$ cat src/hdl/tss_pkg.sv
// Shared types, constants and fixed-point helpers of the tridiagonal solver.
package tss_pkg;

  localparam int FX_W       = 48;
  localparam int ROW_IDX_W  = 6;
  localparam int STATUS_W   = 2;
  localparam int QUEUE_DEPTH = 4;
  localparam int QPTR_W     = $clog2(QUEUE_DEPTH);

  localparam logic [STATUS_W-1:0] ST_OK         = 2'd0;
  localparam logic [STATUS_W-1:0] ST_ZERO_PIVOT = 2'd1;
  localparam logic [STATUS_W-1:0] ST_TOO_MANY   = 2'd2;
  localparam logic [STATUS_W-1:0] ST_SATURATED  = 2'd3;

  localparam logic signed [FX_W-1:0] FX_MAX = {1'b0, {(FX_W-1){1'b1}}};
  localparam logic signed [FX_W-1:0] FX_MIN = {1'b1, {(FX_W-1){1'b0}}};

  typedef struct packed {
    logic signed [FX_W-1:0] lower;
    logic signed [FX_W-1:0] diag;
    logic signed [FX_W-1:0] upper;
    logic signed [FX_W-1:0] rhs;
    logic                   last;
  } row_t;

  typedef struct packed {
    logic                   sat;
    logic signed [FX_W-1:0] val;
  } fx_res_t;

  // Magnitude of a signed value; the most negative value maps to 2^47.
  function automatic logic [FX_W-1:0] fx_mag(input logic signed [FX_W-1:0] v);
    return v[FX_W-1] ? (~v + 1'b1) : v;
  endfunction

  // Signed result from magnitude; big flags a magnitude of 2^48 or more.
  function automatic fx_res_t fx_from_mag(input logic [FX_W-1:0] m, input logic big,
                                          input logic neg);
    fx_res_t res;
    res.sat = big | (neg ? (m > {1'b1, {(FX_W-1){1'b0}}}) : m[FX_W-1]);
    if (res.sat) begin
      res.val = neg ? FX_MIN : FX_MAX;
    end else begin
      res.val = neg ? (~m + 1'b1) : m;
    end
    return res;
  endfunction

  function automatic fx_res_t fx_clamp(input logic signed [FX_W:0] v);
    fx_res_t res;
    res.sat = v[FX_W] != v[FX_W-1];
    if (res.sat) begin
      res.val = v[FX_W] ? FX_MIN : FX_MAX;
    end else begin
      res.val = v[FX_W-1:0];
    end
    return res;
  endfunction

endpackage

$ cat src/hdl/tss_front.sv
// Input stage: takes row transactions into a short queue for the solver core.
module tss_front (
  input  logic              clk,
  input  logic              rst_n,
  input  logic              in_valid,
  output logic              in_stall,
  input  tss_pkg::row_t     in_row,
  output logic              q_valid,
  input  logic              q_pop,
  output tss_pkg::row_t     q_row
);
  import tss_pkg::*;

  row_t              mem_r [QUEUE_DEPTH];
  logic [QPTR_W-1:0] wr_ptr_r, rd_ptr_r;
  logic [QPTR_W:0]   cnt_r;
  logic              push, pop;

  assign in_stall = cnt_r == (QPTR_W+1)'(QUEUE_DEPTH);
  assign q_valid  = cnt_r != '0;
  assign q_row    = mem_r[rd_ptr_r];
  assign push     = in_valid && !in_stall;
  assign pop      = q_pop && q_valid;

  always_ff @(posedge clk) begin
    if (!rst_n) begin
      wr_ptr_r <= '0;
      rd_ptr_r <= '0;
      cnt_r    <= '0;
    end else begin
      if (push) wr_ptr_r <= wr_ptr_r + 1'b1;
      if (pop) rd_ptr_r <= rd_ptr_r + 1'b1;
      if (push && !pop) begin
        cnt_r <= cnt_r + 1'b1;
      end else if (pop && !push) begin
        cnt_r <= cnt_r - 1'b1;
      end
    end
  end

  always_ff @(posedge clk) begin
    if (push) mem_r[wr_ptr_r] <= in_row;
  end

endmodule

$ cat config.mk
export PLATFORM = sky130hd
export DESIGN_NAME = tss_front
export DESIGN_NICKNAME = d
export VERILOG_FILES = /design/src/hdl/tss_pkg.sv /design/src/hdl/tss_front.sv
export SDC_FILE = /design/constraint.sdc
export NUM_CORES = 1
export LEC_CHECK = 0
export BUFFER_PORTS_ARGS = -buffer_cell sky130_fd_sc_hd__buf_2
export CORE_MARGIN = 4
export CORE_UTILIZATION = 51
export DETAILED_ROUTE_END_ITERATION = 12
export GPL_TIMING_DRIVEN = 0
export PLACE_DENSITY_LB_ADDON = 0.3
export SLEW_MARGIN = 10
export SYNTH_ARGS = -nofsm -noshare
export SYNTH_HDL_FRONTEND = slang
export SYNTH_SLANG_ARGS = --single-unit
$ cat constraint.sdc
create_clock -name clk -period 7.2 [get_ports clk]
set_clock_uncertainty 0.2 [all_clocks]
set_input_delay 1.44 -clock clk [delete_from_list [all_inputs] [get_ports clk]]
set_output_delay 1.44 -clock clk [all_outputs]
set_load 0.05 [all_outputs]
==> results.ini <==
[cts]
cts_resized = 0
hold_buffers = 0
clk_pin_slew_worst_paths_ns = 0.06
cts_setup_buffers = 0
htree_levels = 3
clockRootBuffer = clkbuf_16
tritoncts = built
clock_path_buffers = 3
cts.sinks = 781
numCtsBuffers = 78
insertion_delay_ns = 0.61

[floorplanning]
rows = 86
start_util = 0.516
io_pins = 392
core_area_um2 = 55300
die-area_um2 = 59800
chipWidth_um = 245
die_h_um = 245

[sta]
maxSlewHeadroom = 0.464
fin_crit_sh = 0.605
rsz0062_at_grt = no
slew_viol_final = 0
worst_slew_pin_slew_ns = 0.803
max_freq_mhz = 230
fin_setup_tns_ns = 0
holdWs_ns = 0.306
period_needed_ns = 4.36
hold_viol = 0
setup_viol = 0

[final_layout]
nFillCells = 3805
fin_cells = 2358
final_layout_size_suffix_gt1_frac = 0.441
area_growth_pct = 20.6
fin_nets = 1745

[worst_setup_path]
max_stage_delay_ns = 0.57
reg2reg_depth = 6
cp_slowest_cell = clkbuf_1
arrival_ns = 2.72
worstReg2RegStart = cnt_r[0]
required_ns = 5.56
start_kind = register
crit_path_end_kind = output port
critPathBufInv = 3
worstPathMaxFanout = 10
critPathKind = register to output port
crit_chain = buf_2, clkbuf_1, mux4_2, buf_2
crit_path_end = q_row[11]
cp.depth = 4
worstReg2RegEnd = mem_r[1][167]
crit_top_cell = buf_2
critPathTopFamily = buffers and inverters
r2r_slack_ns = 4.23

[yosys]
synth.distinct_cells = 25
synth_flop_cell = edfxtp_1
synth_top_area_cell = edfxtp_1
netlist_area_um2 = 28600
synth-seq-cells = 781
synth_top_area_frac = 0.812
avgSynthCellArea_um2 = 27.0
yosysWarnings = 0
synth_area_leaders = edfxtp_1 (81%), mux4_2 (12%), mux4_1 (3.9%)
yosysSeqAreaShare = 0.818
synth_edf_count = 772
synthArstFlopShare = 0
synth.net_count = 1259
netlist_instances = 1056

[drt]
drt_iter0_drc = 732
antenna_left = 0
drt-wirelength-per-cell_um = 23.9
wl_um = 56400
first_pass_iters = 4
drc = 0
vias = 12788
viasPerCell = 5.42

[place]
port_buffers = 390
place_inst = 2210
hpwl_um = 35700
gp_congestion = 0.710

[worst_hold_path]
min_path_type = register to register

[power]
power_leakage_nw = 11.6
power_density_nw_per_um2 = 412
irDropWorstVdd_mv = 0.308

[grt]
grt_pass1_wl_um = 85400
grt_pass1_vias = 13691
antenna_found_initial = 17
overflow = 0
grt_max_degree = 53
grt.total_usage = 0.190

[run]
drv_cap = 0

[run_status]
status = completed

==> registers in the layout (all words and copies together), names as in the netlist, named ones only <==
signal and count:
mem_r 772, cnt_r 3, rd_ptr_r 2, wr_ptr_r 2
==> cell usage after synthesis (3+ instances only) <==
cell / count
mux4_1: 42
buf_2: 18
xnor2_1: 3
edfxtp_1: 772
clkbuf_1: 3
mux2i_1: 3
buf_12: 7
mux4_2: 151
buf_6: 12
ha_1: 5
and2_1: 8
buf_1: 4
dfxtp_1: 9
nand2_1: 4
inv_1: 3
==> kinds of logic after synthesis <==
group	after synthesis	synth area share
DFF	781	0.818
muxes	196	0.159
buffers and inverters	48	0.0146
and+or+nand+nor	17	0.00342
adders and majority gates	6	0.00289
AOI/OAI and AO/OA	4	0.00101
xor gates and xnor gates	4	0.00123
==> metal layers <==
metal | vias up | track usage | wire [um]
li1 | 5619 | - | -
met1 | 6674 | 0.246 | 21800
met2 | 369 | 0.311 | 28500
met3 | 108 | 0.0643 | 4600
met4 | 18 | 0.0606 | 1400
met5 | - | 0 | 105
==> worst register-to-register path: cells and delay by family, from the launching register on <==
family	cells	cell delay, ns
flops	1	0.47
simple gates	3	1.02
buf+inv	3	0.91
==> layout by cell type (no fill, tap or decap), types with 2 or more instances in the layout <==
cell and count:
inv_6 2, or3_1 2, ha_1 5, bufinv_16 10
clkbuf_1 27, edfxtp_1 772, diode_2 8, buf_2 408
clkbuf_16 79, clkinv_2 9, buf_6 12, dfxtp_1 9
inv_1 3, mux4_2 151, nor2b_1 2, and2_4 4
xnor2_1 3, nand2_1 4, clkinv_8 3, buf_12 11
buf_16 12, and2_1 4, mux2i_1 3, clkinvlp_4 3
mux4_1 42, buf_1 4, clkinv_1 9
==> worst min path at each step <==
stage	from	end	slack, ns	cells past startpoint
after global routing	wr_ptr_r[1]	wr_ptr_r[1]	0.35	2
after detailed placement	wr_ptr_r[1]	wr_ptr_r[1]	0.30	2
final	wr_ptr_r[1]	wr_ptr_r[1]	0.31	2
after global placement	wr_ptr_r[0]	wr_ptr_r[0]	0.28	2
after CTS	wr_ptr_r[1]	wr_ptr_r[1]	0.31	2
after floorplan	wr_ptr_r[1]	wr_ptr_r[1]	0.27	2
==> cell type report <==
| cell class | count | area (um^2) | share of cell area |
|---|---|---|---|
| Clock buffer | 103 | 2070 | 0.0600 |
| Antenna cell | 8 | 20.0 | 0.000581 |
| Clock inverter | 37 | 498 | 0.0145 |
| Buffer | 45 | 407 | 0.0118 |
| Multi-Input combinational cell | 227 | 4790 | 0.139 |
| Timing Repair Buffer | 406 | 2360 | 0.0686 |
| Tap cell | 748 | 936 | 0.0272 |
| Inverter | 3 | 11.3 | 0.000327 |
| Sequential cell | 781 | 23400 | 0.678 |
==> where the power goes <==
| group | total (mW) | internal, mW | switching, mW |
|---|---|---|---|
| registers | 5.61 | 5.51 | 0.101 |
| logic | 4.55 | 1.41 | 3.13 |
| clock network | 4.03 | 2.39 | 1.64 |
| total | 14.2 | 9.32 | 4.87 |
==> stage by stage <==
stage,utilization,cell area (um^2),power (mW),worst slack (ns)
CTS,0.623,34400,14.4,2.76
floorplan,-,28600,9.24,0.193
global placement,0.569,31400,10.4,-3.67
global route,0.623,34400,14.8,2.73
finish,0.623,34500,14.2,2.84
detailed placement,0.576,31900,10.3,3.24
Note: power is estimated with default switching activity, not from simulation.
